==> config.mk <==
export PLATFORM = sky130hd
export DESIGN_NAME = bitsliced_ternary_poly_sampler
export DESIGN_NICKNAME = d
export VERILOG_FILES = /design/src/rtl/btps_pkg.sv /design/src/rtl/bitsliced_ternary_poly_sampler.sv /design/src/rtl/btps_front.sv /design/src/rtl/btps_queue.sv /design/src/rtl/btps_back.sv
export SDC_FILE = /design/constraint.sdc
export NUM_CORES = 2
export LEC_CHECK = 0
export BUFFER_PORTS_ARGS = -buffer_cell sky130_fd_sc_hd__buf_2
export CORE_MARGIN = 2
export CORE_UTILIZATION = 30
export DETAILED_ROUTE_END_ITERATION = 10
export GPL_ROUTABILITY_DRIVEN = 0
export PLACE_DENSITY_LB_ADDON = 0.12
export SYNTH_ARGS = -nofsm -noshare
export SYNTH_HDL_FRONTEND = slang
export SYNTH_SLANG_ARGS = --single-unit
==> constraint.sdc <==
create_clock -name i_clk -period 13.3 [get_ports i_clk]
set_clock_uncertainty 0.1 [all_clocks]
set_input_delay 0.665 -clock i_clk [delete_from_list [all_inputs] [get_ports i_clk]]
set_output_delay 0.665 -clock i_clk [all_outputs]
set_load 0.1 [all_outputs]
==> src/rtl/btps_pkg.sv <==
// Shared types, constants and segment tables of the bit-sliced ternary sampler.
`default_nettype none

package btps_pkg;

    // Segment geometry.
    localparam int SEGMENT_LEN = 128;
    localparam int KEY_BYTES   = 32;

    localparam int ENTRY_W = $clog2(SEGMENT_LEN);
    localparam int OFF_W   = ($clog2(2 * SEGMENT_LEN) > $clog2(KEY_BYTES)) ?
                             $clog2(2 * SEGMENT_LEN) : $clog2(KEY_BYTES);

    // Field widths of the result transaction.
    localparam int KIND_W      = 2;
    localparam int COEFF_IDX_W = 10;
    localparam int COEFF_W     = 2;
    localparam int BYTE_W      = 8;
    localparam int MODE_W      = 2;
    localparam int SEG_W       = 3;
    localparam int SUB_W       = 3;

    // Width used while forming a coefficient index before it wraps to ten bits.
    localparam int IDX_CALC_W = ($clog2(8 * SEGMENT_LEN) + 1 > COEFF_IDX_W) ?
                                $clog2(8 * SEGMENT_LEN) + 1 : COEFF_IDX_W;

    // Depth of the queue between the front and the back.
    localparam int Q_DEPTH = 4;
    localparam int QPTR_W  = $clog2(Q_DEPTH);
    localparam int QCNT_W  = $clog2(Q_DEPTH + 1);

    // Sampling modes.
    localparam logic [MODE_W-1:0] MODE_KEY_F_G = 2'd0;
    localparam logic [MODE_W-1:0] MODE_F_ONLY  = 2'd1;
    localparam logic [MODE_W-1:0] MODE_G_ONLY  = 2'd2;
    localparam logic [MODE_W-1:0] MODE_S_E     = 2'd3;

    // Result kinds.
    localparam logic [KIND_W-1:0] KIND_KEY    = 2'd0;
    localparam logic [KIND_W-1:0] KIND_FIRST  = 2'd1;
    localparam logic [KIND_W-1:0] KIND_SECOND = 2'd2;

    // Operation applied to the bytes of one segment.
    typedef enum logic [2:0] {
        OP_KEY,
        OP_AND_STORE,
        OP_AND_SUB_STORE,
        OP_AND_SUB_OUT,
        OP_MASK,
        OP_DIFF1,
        OP_DIFF2
    } t_op;

    // Shape of the results that one queued byte expands into.
    typedef enum logic [1:0] {
        JOB_KEY,
        JOB_MASK,
        JOB_PAIR
    } t_job;

    typedef struct packed {
        t_job                          job;
        logic [KIND_W-1:0]             kind;
        logic [OFF_W-1:0]              base;
        logic [BYTE_W-1:0]             key;
        logic [7:0][COEFF_W-1:0]       vals;
        logic                          run_done;
    } t_job_entry;

    // Operation of segment seg in mode mode.
    function automatic t_op seg_op(input logic [MODE_W-1:0] mode, input logic [SEG_W-1:0] seg);
        t_op op;
        op = OP_KEY;
        unique case (mode)
            MODE_KEY_F_G: begin
                case (seg)
                    3'd0:    op = OP_KEY;
                    3'd1:    op = OP_AND_STORE;
                    3'd2:    op = OP_AND_SUB_STORE;
                    3'd3:    op = OP_MASK;
                    default: op = OP_DIFF2;
                endcase
            end
            MODE_F_ONLY: begin
                case (seg)
                    3'd0:    op = OP_AND_STORE;
                    3'd1:    op = OP_AND_SUB_STORE;
                    default: op = OP_MASK;
                endcase
            end
            MODE_G_ONLY: begin
                op = OP_DIFF1;
            end
            default: begin
                case (seg)
                    3'd0:    op = OP_AND_STORE;
                    3'd1:    op = OP_AND_SUB_OUT;
                    default: op = OP_DIFF2;
                endcase
            end
        endcase
        return op;
    endfunction

    // Index of the final segment of a run in mode mode.
    function automatic logic [SEG_W-1:0] last_seg(input logic [MODE_W-1:0] mode);
        logic [SEG_W-1:0] s;
        unique case (mode)
            MODE_KEY_F_G: s = 3'd4;
            MODE_F_ONLY:  s = 3'd2;
            MODE_G_ONLY:  s = 3'd0;
            default:      s = 3'd2;
        endcase
        return s;
    endfunction

    // Offset of the final byte of a segment with operation op.
    function automatic logic [OFF_W-1:0] seg_last_off(input t_op op);
        logic [OFF_W-1:0] v;
        unique case (op)
            OP_KEY:  v = OFF_W'(KEY_BYTES - 1);
            OP_MASK: v = OFF_W'(SEGMENT_LEN - 1);
            default: v = OFF_W'(2 * SEGMENT_LEN - 1);
        endcase
        return v;
    endfunction

endpackage

`default_nettype wire

==> src/rtl/bitsliced_ternary_poly_sampler.sv <==
// Top level of the bit-sliced ternary polynomial sampler.
`default_nettype none

// Bit-sliced ternary polynomial sampler. Feed it the XOF stream one byte per
// input transaction and mark the first byte of each run with run_start; the
// run follows the layout of the mode that was written to sample_mode before
// the run began. Write sample_mode only while the block is idle. The front end
// takes one byte per cycle: store-only bytes (the AND-store and AND-subtract
// segments) produce no result transactions, so they stream at one byte per
// cycle whenever the job queue has room. A key byte produces one result, a
// pair-segment output byte four and a mask byte eight, and the result
// sequencer issues one result transaction per cycle while the output is not
// stalled, so a mask byte holds the sequencer longer than a pair byte or a key.
// A four-entry job queue sits between the front end and the sequencer, and
// the output register is reloaded at the same edge that takes its result, so
// results follow back to back. With the queue empty, the first result of a
// byte passes the second-stage register, the queue and the output register.
// The partial store is a 128-word by 16-bit memory with one read and one
// lane-masked write per cycle; it needs no clearing after reset because every
// word is written earlier in a run before that run reads it. Bytes that arrive
// with no run active are dropped without results.
module bitsliced_ternary_poly_sampler (
    input  wire logic        i_clk,
    input  wire logic        i_rst_n,
    input  wire logic        i_cfg_valid,
    output logic             o_cfg_ready,
    input  wire logic [1:0]  i_sample_mode,
    input  wire logic        i_in_valid,
    output logic             o_in_stall,
    input  wire logic [7:0]  i_random_byte,
    input  wire logic        i_run_start,
    output logic             o_out_valid,
    input  wire logic        i_out_stall,
    output logic [1:0]       o_item_kind,
    output logic [9:0]       o_coeff_index,
    output logic signed [1:0] o_coeff_value,
    output logic [7:0]       o_key_value,
    output logic             o_last_of_byte,
    output logic             o_run_done
);
    import btps_pkg::*;

    logic              push;
    t_job_entry        push_entry;
    logic              pop;
    logic              head_valid;
    t_job_entry        head_entry;
    logic [QCNT_W-1:0] q_count;

    // The mode register accepts a write in every cycle.
    assign o_cfg_ready = 1'b1;

    // The front end classifies each byte by its place in the run and keeps
    // the partial store up to date.
    btps_front u_front (
        .i_clk         (i_clk),
        .i_rst_n       (i_rst_n),
        .i_cfg_valid   (i_cfg_valid),
        .i_sample_mode (i_sample_mode),
        .i_in_valid    (i_in_valid),
        .o_in_stall    (o_in_stall),
        .i_random_byte (i_random_byte),
        .i_run_start   (i_run_start),
        .i_q_count     (q_count),
        .o_push        (push),
        .o_push_entry  (push_entry)
    );

    // Jobs wait here until the sequencer has issued the results before them.
    btps_queue u_queue (
        .i_clk        (i_clk),
        .i_rst_n      (i_rst_n),
        .i_push       (push),
        .i_push_entry (push_entry),
        .i_pop        (pop),
        .o_head_valid (head_valid),
        .o_head_entry (head_entry),
        .o_count      (q_count)
    );

    // The sequencer turns each job into its result transactions in order.
    btps_back u_back (
        .i_clk          (i_clk),
        .i_rst_n        (i_rst_n),
        .i_head_valid   (head_valid),
        .i_head_entry   (head_entry),
        .o_pop          (pop),
        .o_out_valid    (o_out_valid),
        .i_out_stall    (i_out_stall),
        .o_item_kind    (o_item_kind),
        .o_coeff_index  (o_coeff_index),
        .o_coeff_value  (o_coeff_value),
        .o_key_value    (o_key_value),
        .o_last_of_byte (o_last_of_byte),
        .o_run_done     (o_run_done)
    );

endmodule

`default_nettype wire

==> src/rtl/btps_front.sv <==
// Front end: accepts bytes, tracks the run layout, updates the partial store, builds jobs.
`default_nettype none

module btps_front (
    input  wire logic                      i_clk,
    input  wire logic                      i_rst_n,
    input  wire logic                      i_cfg_valid,
    input  wire logic [1:0]                i_sample_mode,
    input  wire logic                      i_in_valid,
    output logic                           o_in_stall,
    input  wire logic [7:0]                i_random_byte,
    input  wire logic                      i_run_start,
    input  wire logic [btps_pkg::QCNT_W-1:0] i_q_count,
    output logic                           o_push,
    output btps_pkg::t_job_entry           o_push_entry
);
    import btps_pkg::*;

    logic [MODE_W-1:0]  r_sample_mode;
    logic [MODE_W-1:0]  r_mode;
    logic               r_active;
    logic [SEG_W-1:0]   r_seg;
    logic [OFF_W-1:0]   r_off;

    // Second stage: the byte whose store word has been read into r_rd_data.
    logic               r_b_valid;
    t_op                r_b_op;
    logic [OFF_W-1:0]   r_b_off;
    logic               r_b_hi;
    logic [ENTRY_W-1:0] r_b_entry;
    logic [BYTE_W-1:0]  r_b_byte;
    logic               r_b_done;
    logic [15:0]        r_rd_data;

    logic [15:0]        r_store [SEGMENT_LEN];

    logic               accept;
    logic               cur_active;
    logic [MODE_W-1:0]  cur_mode;
    logic [SEG_W-1:0]   cur_seg;
    logic [OFF_W-1:0]   cur_off;
    t_op                cur_op;
    logic               seg_end;
    logic               run_end;
    logic               cur_hi;
    logic [OFF_W-1:0]   cur_entry_full;
    logic [7:0]         lane_we;
    logic [7:0][1:0]    lane_data;
    logic [7:0][1:0]    vals;
    logic [QCNT_W:0]    fill;

    // Room is reserved for the job that the second stage may push next edge.
    assign fill       = {1'b0, i_q_count} + (QCNT_W + 1)'(o_push);
    assign o_in_stall = (fill >= (QCNT_W + 1)'(Q_DEPTH));
    assign accept     = i_in_valid & ~o_in_stall;

    always_comb begin
        cur_active     = i_run_start | r_active;
        cur_mode       = i_run_start ? r_sample_mode : r_mode;
        cur_seg        = i_run_start ? '0 : r_seg;
        cur_off        = i_run_start ? '0 : r_off;
        cur_op         = seg_op(cur_mode, cur_seg);
        seg_end        = (cur_off == seg_last_off(cur_op));
        run_end        = seg_end && (cur_seg == last_seg(cur_mode));
        cur_hi         = (cur_off >= OFF_W'(SEGMENT_LEN));
        cur_entry_full = cur_hi ? (cur_off - OFF_W'(SEGMENT_LEN)) : cur_off;
    end

    always_ff @(posedge i_clk) begin
        if (!i_rst_n) begin
            r_sample_mode <= MODE_KEY_F_G;
            r_mode        <= MODE_KEY_F_G;
            r_active      <= 1'b0;
            r_seg         <= '0;
            r_off         <= '0;
            r_b_valid     <= 1'b0;
        end else begin
            if (i_cfg_valid) begin
                r_sample_mode <= i_sample_mode;
            end
            r_b_valid <= accept & cur_active;
            if (accept && cur_active) begin
                r_mode   <= cur_mode;
                r_active <= ~run_end;
                r_seg    <= seg_end ? cur_seg + SEG_W'(1) : cur_seg;
                r_off    <= seg_end ? '0 : cur_off + OFF_W'(1);
            end
        end
    end

    always_ff @(posedge i_clk) begin
        if (accept) begin
            r_b_op    <= cur_op;
            r_b_off   <= cur_off;
            r_b_hi    <= cur_hi;
            r_b_entry <= cur_entry_full[ENTRY_W-1:0];
            r_b_byte  <= i_random_byte;
            r_b_done  <= run_end;
            r_rd_data <= r_store[cur_entry_full[ENTRY_W-1:0]];
        end
    end

    // Per-lane results of the byte in the second stage.
    always_comb begin
        logic       lo;
        logic       up;
        logic [1:0] a;
        logic [1:0] old;
        lane_we   = '0;
        lane_data = '0;
        vals      = '0;
        for (int k = 0; k < 4; k++) begin
            lo  = r_b_byte[k];
            up  = r_b_byte[k + 4];
            a   = {1'b0, lo & up};
            old = r_b_hi ? r_rd_data[(2 * k + 1) * 2 +: 2] : r_rd_data[(2 * k) * 2 +: 2];
            case (r_b_op) inside
                OP_AND_STORE: begin
                    lane_we[2 * k + 1]   = r_b_hi;
                    lane_we[2 * k]       = ~r_b_hi;
                    lane_data[2 * k + 1] = a;
                    lane_data[2 * k]     = a;
                end
                OP_AND_SUB_STORE: begin
                    lane_we[2 * k + 1]   = r_b_hi;
                    lane_we[2 * k]       = ~r_b_hi;
                    lane_data[2 * k + 1] = old - a;
                    lane_data[2 * k]     = old - a;
                end
                OP_AND_SUB_OUT: begin
                    vals[k] = old - a;
                end
                OP_DIFF1, OP_DIFF2: begin
                    vals[k] = {1'b0, lo} - {1'b0, up};
                end
                default: begin
                end
            endcase
        end
        if (r_b_op == OP_MASK) begin
            for (int i = 0; i < 8; i++) begin
                vals[i] = r_b_byte[i] ? r_rd_data[2 * i +: 2] : 2'b00;
            end
        end
    end

    always_ff @(posedge i_clk) begin
        if (r_b_valid) begin
            for (int l = 0; l < 8; l++) begin
                if (lane_we[l]) begin
                    r_store[r_b_entry][2 * l +: 2] <= lane_data[l];
                end
            end
        end
    end

    always_comb begin
        o_push                = r_b_valid && (r_b_op != OP_AND_STORE) &&
                                (r_b_op != OP_AND_SUB_STORE);
        o_push_entry.base     = r_b_off;
        o_push_entry.key      = r_b_byte;
        o_push_entry.vals     = vals;
        o_push_entry.run_done = r_b_done;
        case (r_b_op)
            OP_KEY: begin
                o_push_entry.job  = JOB_KEY;
                o_push_entry.kind = KIND_KEY;
            end
            OP_MASK: begin
                o_push_entry.job  = JOB_MASK;
                o_push_entry.kind = KIND_FIRST;
            end
            OP_DIFF2: begin
                o_push_entry.job  = JOB_PAIR;
                o_push_entry.kind = KIND_SECOND;
            end
            default: begin
                o_push_entry.job  = JOB_PAIR;
                o_push_entry.kind = KIND_FIRST;
            end
        endcase
    end

endmodule

`default_nettype wire

==> src/rtl/btps_queue.sv <==
// Short job queue between the front end and the result sequencer.
`default_nettype none

module btps_queue (
    input  wire logic                        i_clk,
    input  wire logic                        i_rst_n,
    input  wire logic                        i_push,
    input  wire btps_pkg::t_job_entry        i_push_entry,
    input  wire logic                        i_pop,
    output logic                             o_head_valid,
    output btps_pkg::t_job_entry             o_head_entry,
    output logic [btps_pkg::QCNT_W-1:0]      o_count
);
    import btps_pkg::*;

    t_job_entry        r_slots [Q_DEPTH];
    logic [QPTR_W-1:0] r_wr_ptr;
    logic [QPTR_W-1:0] r_rd_ptr;
    logic [QCNT_W-1:0] r_count;
    logic              do_pop;

    assign do_pop       = i_pop & (r_count != '0);
    assign o_head_valid = (r_count != '0);
    assign o_head_entry = r_slots[r_rd_ptr];
    assign o_count      = r_count;

    always_ff @(posedge i_clk) begin
        if (!i_rst_n) begin
            r_wr_ptr <= '0;
            r_rd_ptr <= '0;
            r_count  <= '0;
        end else begin
            if (i_push) begin
                r_wr_ptr <= (r_wr_ptr == QPTR_W'(Q_DEPTH - 1)) ? '0 : r_wr_ptr + QPTR_W'(1);
            end
            if (do_pop) begin
                r_rd_ptr <= (r_rd_ptr == QPTR_W'(Q_DEPTH - 1)) ? '0 : r_rd_ptr + QPTR_W'(1);
            end
            r_count <= r_count + QCNT_W'(i_push) - QCNT_W'(do_pop);
        end
    end

    always_ff @(posedge i_clk) begin
        if (i_push) begin
            r_slots[r_wr_ptr] <= i_push_entry;
        end
    end

endmodule

`default_nettype wire

==> src/rtl/btps_back.sv <==
// Result sequencer: expands queued jobs into results, one per cycle unless stalled.
`default_nettype none

module btps_back (
    input  wire logic                         i_clk,
    input  wire logic                         i_rst_n,
    input  wire logic                         i_head_valid,
    input  wire btps_pkg::t_job_entry         i_head_entry,
    output logic                              o_pop,
    output logic                              o_out_valid,
    input  wire logic                         i_out_stall,
    output logic [1:0]                        o_item_kind,
    output logic [9:0]                        o_coeff_index,
    output logic signed [1:0]                 o_coeff_value,
    output logic [7:0]                        o_key_value,
    output logic                              o_last_of_byte,
    output logic                              o_run_done
);
    import btps_pkg::*;

    logic [SUB_W-1:0]      r_k;
    logic                  r_out_valid;
    logic [KIND_W-1:0]     r_kind;
    logic [COEFF_IDX_W-1:0] r_index;
    logic [COEFF_W-1:0]    r_value;
    logic [BYTE_W-1:0]     r_key;
    logic                  r_last;
    logic                  r_done;

    logic                  load;
    logic [SUB_W-1:0]      k_last;
    logic                  is_last;
    logic [IDX_CALC_W-1:0] stride;
    logic [IDX_CALC_W-1:0] idx_full;

    assign load = i_head_valid & (~r_out_valid | ~i_out_stall);

    always_comb begin
        case (i_head_entry.job)
            JOB_KEY: begin
                k_last = SUB_W'(0);
                stride = '0;
            end
            JOB_MASK: begin
                k_last = SUB_W'(7);
                stride = IDX_CALC_W'(SEGMENT_LEN);
            end
            default: begin
                k_last = SUB_W'(3);
                stride = IDX_CALC_W'(2 * SEGMENT_LEN);
            end
        endcase
        is_last  = (r_k == k_last);
        idx_full = IDX_CALC_W'(r_k) * stride + IDX_CALC_W'(i_head_entry.base);
        o_pop    = load & is_last;
    end

    always_ff @(posedge i_clk) begin
        if (!i_rst_n) begin
            r_k         <= '0;
            r_out_valid <= 1'b0;
        end else begin
            if (load) begin
                r_out_valid <= 1'b1;
                r_k         <= is_last ? '0 : r_k + SUB_W'(1);
            end else if (!i_out_stall) begin
                r_out_valid <= 1'b0;
            end
        end
    end

    always_ff @(posedge i_clk) begin
        if (load) begin
            r_kind  <= i_head_entry.kind;
            r_index <= idx_full[COEFF_IDX_W-1:0];
            r_last  <= is_last;
            r_done  <= is_last & i_head_entry.run_done;
            if (i_head_entry.job == JOB_KEY) begin
                r_value <= '0;
                r_key   <= i_head_entry.key;
            end else begin
                r_value <= i_head_entry.vals[r_k];
                r_key   <= '0;
            end
        end
    end

    assign o_out_valid    = r_out_valid;
    assign o_item_kind    = r_kind;
    assign o_coeff_index  = r_index;
    assign o_coeff_value  = r_value;
    assign o_key_value    = r_key;
    assign o_last_of_byte = r_last;
    assign o_run_done     = r_done;

endmodule

`default_nettype wire

After elaboration in Yosys (flattened, before gate mapping)
Memory sizes are Yosys's and may differ from the RTL's. A register that Yosys moved wholly into a read port is not among the register bits.
Cells that the tools add are included.
{"block": "classes", "multipliers": 1, "n_eq_ne": 21, "n_mux": 71, "magnitude_cmp": 3, "bitwise_logic": 17, "n_reduce_logical": 11, "add_sub_neg": 18}
{"op": "two-way mux 2 bit", "n": 36}
{"op": "two-way mux 4 bit", "n": 8}
{"op": "one-hot mux 3 bit (2 select lines)", "n": 4}
{"op": "one-hot mux 9 bit (2 select lines)", "n": 1}
{"op": "two-way mux 16 bit", "n": 1}
{"op": "two-way mux 8 bit", "n": 2}
{"op": "one-hot mux 8 bit (2 select lines)", "n": 1}
{"op": "equality test 3 x 2 -> 1 bit (second input constant)", "n": 4}
{"op": "equality test 3 bit (second input constant)", "n": 4}
{"op": "one-hot mux 3 bit (4 select lines)", "n": 1}
{"op": "one-hot mux 4 bit (3 select lines)", "n": 1}
{"op": "adder 10 x 8 -> 10 bit", "n": 1}
{"op": "bitwise AND 1 bit", "n": 10}
{"op": "multiplier 3 x 9 -> 10 bit", "n": 1}
{"op": "two-way mux 1 bit", "n": 10}
{"op": "logical NOT 3 bit", "n": 3}
{"op": "two-way mux 3 bit", "n": 3}
{"op": "one-hot mux 3 bit (3 select lines)", "n": 1}
{"op": "adder 8 x 1 -> 8 bit (second input constant)", "n": 1}
{"op": "equality test 8 bit", "n": 1}
{"op": "greater-or-equal comparator 8 bit (second input constant)", "n": 1}
{"op": "subtractor 1 x 1 -> 2 bit", "n": 4}
{"op": "subtractor 2 x 1 -> 2 bit", "n": 4}
{"op": "two-way mux 7 bit", "n": 1}
{"op": "other kinds (22)", "n": 38}
{"block": "word_totals", "word_cells": 167, "input_bits": 16, "register_bits": 80, "memories": 2, "output_inout_bits": 27, "ramBits": 2196}
{"memory": "u_front.r_store", "words": 128, "word_bits": 16, "rd": 1, "rd_ports_with_merged_regs": 1, "write_ports": 1, "line": "btps_front.sv:35", "text": "logic [15:0] r_store [SEGMENT_LEN];"}
{"memory": "u_queue.r_slots", "words": 4, "word_bits": 37, "rd": 1, "rd_ports_with_merged_regs": 1, "write_ports": 1, "line": "btps_queue.sv:16", "text": "t_job_entry r_slots [Q_DEPTH];"}

Longest topological paths before layout
{"block": "logic_depth", "ltp_word": 9, "depth_mapped": 17, "depth_no_buf": 11}

Cells and area by module
From an unflattened synthesis, not the netlist that was laid out.
{"block": "hier_totals", "hier_cells": 5550, "hier_area_um2": 91381.4}
{"mod": "btps_front", "seq_area_each_um2": 62920.3, "area_each_um2": 84263.3, "n_inst": 1, "cells_per_inst": 5234}
{"mod": "btps_queue", "seq_area_each_um2": 4624.4, "area_each_um2": 5855.6, "n_inst": 1, "cells_per_inst": 237}
{"mod": "btps_back", "seq_area_each_um2": 800.8, "area_each_um2": 1251.2, "n_inst": 1, "cells_per_inst": 77}
{"mod": "bitsliced_ternary_poly_sampler", "seq_area_each_um2": 0.0, "area_each_um2": 11.3, "n_inst": 1, "cells_per_inst": 2}

Worst setup path after synthesis
OpenSTA, ideal clock, no wires.
{"block": "synth_path", "kind": "reg2reg", "startpoint": "reg u_front.r_b_hi", "endpoint": "mem u_front.r_store[0][1], data pin", "path_stages_with_launch": 6, "required_time_ns": 10.983, "synth_period_minus_slack_ns": 13.984, "setup_slack_ns": -0.684, "setup_time_ns": 2.217, "arrival_time_ns": 11.667, "n_path_buf": 1, "path_cell_list": "edfxtp_1 > clkbuf_1 > mux2i_1 > ha_1 > xnor2_1 > nor3b_1"}
{"item": "start, declared", "line": "btps_front.sv:29", "text": "logic r_b_hi;"}
{"item": "start signal, assigned", "line": "btps_front.sv:95", "text": "r_b_hi <= cur_hi;"}
{"item": "end, declared", "line": "btps_front.sv:35"}

Worst setup path in the final report
{"block": "layout_path", "startpoint": "reg u_front.r_off[2]", "endpoint": "reg u_front.r_rd_data[10] (read register of u_front.r_store), data pin"}
{"block": "layout_between", "elab_chain_len": 3, "word_cells_on_any_way": 4, "cone_classes": "add/sub: 1; order compare: 1; mux: 2"}
{"item": "start, declared", "line": "btps_front.sv:23", "text": "logic [OFF_W-1:0] r_off;"}
{"item": "start signal, assigned", "line": "btps_front.sv:86", "text": "r_off <= seg_end ? '0 : cur_off + OFF_W'(1);"}
{"item": "two-way mux 8 bit (*)", "line": "btps_front.sv:61", "text": "cur_off = i_run_start ? '0 : r_off;"}
{"item": "subtractor 7 x 1 -> 7 bit / greater-or-equal comparator 8 bit (equally long branches)", "line": "btps_front.sv:66, btps_front.sv:65"}
{"item": "two-way mux 7 bit (*)", "line": "btps_front.sv:66", "text": "cur_entry_full = cur_hi ? (cur_off - OFF_W'(SEGMENT_LEN)) : cur_off;"}
{"item": "end, declared", "line": "btps_front.sv:33", "text": "logic [15:0] r_rd_data;"}
Every way passes the cells marked *; elsewhere a longest branch is shown, timed or not.
A chain may end at the register's enable or synchronous reset.

==> flow_summary.ini <==
[cts]
numCtsBuffers = 269
ctsLongestPathBuffers = 4
cts.sinks = 2286
insertion_delay_ps = 870
cts.clk_slew.worst_paths_ps = 60
cts_root_buffer = clkbuf_16
cts_setup_buffers = 0
htree_levels = 5
cts_tree = built

[timing]
slew_viol_final = 0
hold_violations = 0
finalSetupTns_ps = 0
period_share_pct = 43.3
relSlewSlack_pct = 15.9
worst_pin_slew_ps = 1260
period_needed_ps = 5760
fmax_ghz = 0.173
setup_viol = 0
worst_slack_ps = 7540
grt_setup_unrepaired = no

[power]
comb_power_share_pct = 12.0
swShare_pct = 26.6
finalPower_mw = 17.5
p_leak_nw = 32.4
max-vdd-ir-drop_mv = 0.0805
seq_power_share_pct = 47.7
p_switching_mw = 4.67
power_frac_clock_pct = 40.3
p_int_mw = 12.9
powerDensity_nw_per_um2 = 167

[final_layout]
nNetsFinal = 5701
num-fill-cells = 29200
drive_above_1_share_pct = 12.6
final_cell_area_sq_um = 105000
area_delta_synth_final_pct = 14.4

[yosys]
synth_commonest_cells = 2256 x edfxtp_1, 606 x mux2i_1, 428 x nor2_1
synth_ff_type = edfxtp_1
synth_nets = 5625
seq_area_frac_synth_pct = 74.4
yosysUniqueCellTypes = 85
synth_most_common_cell = edfxtp_1
ys_ff_latch = 2286
syn_area_sq_um = 91800
yosys-top-cells-area = edfxtp_1 74%, mux2i_1 6.6%, o22ai_1 2.0%, nor2_1 1.7%, mux4_2 1.5%
synth_top_area_cell = edfxtp_1
synthCells = 5576
yosysTopAreaCellShare_pct = 73.8
synth_edf_count = 2256
async_reset_ff_share_pct = 0
yosysWarningCount = 0
syn_avg_cell_area_sq_um = 16.5

[drt]
wl_per_cell_microns = 31.3
ant_nets = 0
num_vias = 52800
dr.pass1.iters = 7
drtIter0Drc = 5413
via_per_inst = 5.31
drc = 0
routed_wl_mm = 312

[worst_setup_path]
crit_path_end_kind = flop
crit_arrival_ps = 6060
reg2reg_depth = 9
rrSetupSlack_ps = 7540
timing.rr.start = u_front.r_off[2]
crit_type = reg2reg
worstSetupStartpoint = u_front.r_off[2]
worstReg2RegEnd = u_front.r_rd_data[10]
required_ps = 13590
cp-start-kind = flop
crit_fanout = 83

[global_routing]
grt_pass1_wl_mm = 432
grt_pass1_vias = 52200
grt_util_all_layers_pct = 19.7
overflow = 0
grt_start_max_net_pins = 186
antenna_found_initial = 14

[placed_design]
dp_hpwl_mm = 184
post-place-ws_ps = 7550
placed_cell_area_sq_um = 96700
io_buffer_count = 41

[die]
die_h_microns = 557
num_rows = 203
pin_count = 43
initial_core_util_pct = 30.1
dieArea_sq_um = 311000
core_sq_um = 305000
die_w_microns = 557

[job]
drv_cap = 0

[min_path]
whs_path_depth = 3
hold_start = i_out_stall
hold_class = in2reg
hold_path_end = u_back.o_out_valid

[status]
status = complete, no violations
[through the flow]
step                      hold slack (ps)  utilization [%]  instances
after global routing                 75.7             34.4       9952
after CTS                            49.7             34.4       9950
after detailed placement              402             31.7       9469
after global placement                383             31.7       9467
after floorplan                       359                -       5576
final                                 113             34.4       9956
[final cells by class]
class	instances	area [sq um]	share of cell area [%]
Antenna cell	6	15.0	0.0143
Clock buffer	323	7150	6.81
Clock inverter	146	1130	1.07
Inverter	84	324	0.308
Multi-Input combinational cell	2809	21400	20.3
Sequential cell	2286	68400	65.0
Tap cell	4100	5130	4.88
Timing Repair Buffer	202	1640	1.56
[per-layer routing]
metal | routed length (microns) | GRT usage, %
met4 | 7440 | 4.74
met5 | 13 | 0
met3 | 18200 | 3.23
met2 | 147000 | 31.8
met1 | 140000 | 27.6
[critical path, stage by stage, from the launching register on]
cell       delay [ps]
dfxtp_4           620
buf_12            410
buf_4             740
and3b_2           590
buf_4             590
a22oi_1           190
nand2_1           120
a221oi_1          120
a2111oi_1         970
nand4_1           590
[power by group through the flow]
stage / Sequential, mW / Combinational, mW / Clock (mW)
after global routing: 8.37 / 2.22 / 7.49
final: 8.36 / 2.10 / 7.06
after floorplan: 8.78 / 1.12 / 0
after CTS: 8.36 / 2.14 / 7.23
after detailed placement: 8.51 / 2.13 / 0
after global placement: 8.51 / 2.12 / 0
[layout by cell type, fill, tap and decap left out, types with 80 or more instances in the layout]
| master | Yosys | routed |
|---|---|---|
| mux2i_1 | 606 | 606 |
| a221oi_1 | 93 | 93 |
| nor2_1 | 428 | 420 |
| o32a_1 | 96 | 96 |
| nand2_1 | 189 | 188 |
| o21ai_0 | 127 | 125 |
| edfxtp_1 | 2256 | 2256 |
| a21oi_1 | 135 | 135 |
| inv_1 | 82 | 80 |
| buf_4 | 84 | 133 |
| o22ai_1 | 287 | 287 |
| clkbuf_16 | 0 | 277 |
[cells by family (layout without fill, tap and decap cells)]
family / count (synthesis) / count (layout) / synth area share, %
compound gates: 1207 / 1207 / 9.64
fa+ha+maj: 33 / 33 / 0.458
xor+xnor: 12 / 12 / 0.114
flops: 2286 / 2286 / 74.4
mux: 723 / 723 / 8.81
simple gates: 833 / 833 / 3.99
buf+inv: 481 / 755 / 2.57
other cells: 1 / 7 / 0.00408
[worst max path at each step]
| stage | end | cells after the start |
|---|---|---|
| 3_5_place_dp | u_front.r_rd_data[10] | 9 |
| 5_1_grt | u_front.r_rd_data[10] | 9 |
| 2_1_floorplan | u_front.r_store[0][13] | 5 |
| 3_3_place_gp | u_front.r_rd_data[10] | 9 |
| 4_1_cts | u_front.r_rd_data[10] | 9 |
| 6_report | u_front.r_rd_data[10] | 9 |
[registers in the layout, indices dropped and copies added (netlist names), 2 cells and up, named ones only]
| signal | cells |
|---|---|
| u_back.r_k | 3 |
| u_front.r_sample_mode | 2 |
| u_back.o_coeff_value | 2 |
| u_queue.o_count | 3 |
| u_front.r_store | 2048 |
| u_front.r_b_op | 3 |
| u_front.r_seg | 3 |
| u_front.r_off | 8 |
| u_back.o_coeff_index | 10 |
| u_front.r_rd_data | 16 |
| u_queue.r_rd_ptr | 2 |
| u_queue.r_wr_ptr | 2 |
| u_front.r_b_entry | 6 |
| u_back.o_item_kind | 2 |
| u_front.r_b_byte | 8 |
| u_queue.r_slots | 148 |
| u_front.r_mode | 2 |
| u_back.o_key_value | 8 |
[what timing repair did]
action                                 4_1_cts  5_1_grt
hold buffers                                12        0
endpoints found under the hold margin       10        0
resized for setup                            0        0
(Power assumes the default switching activity.)
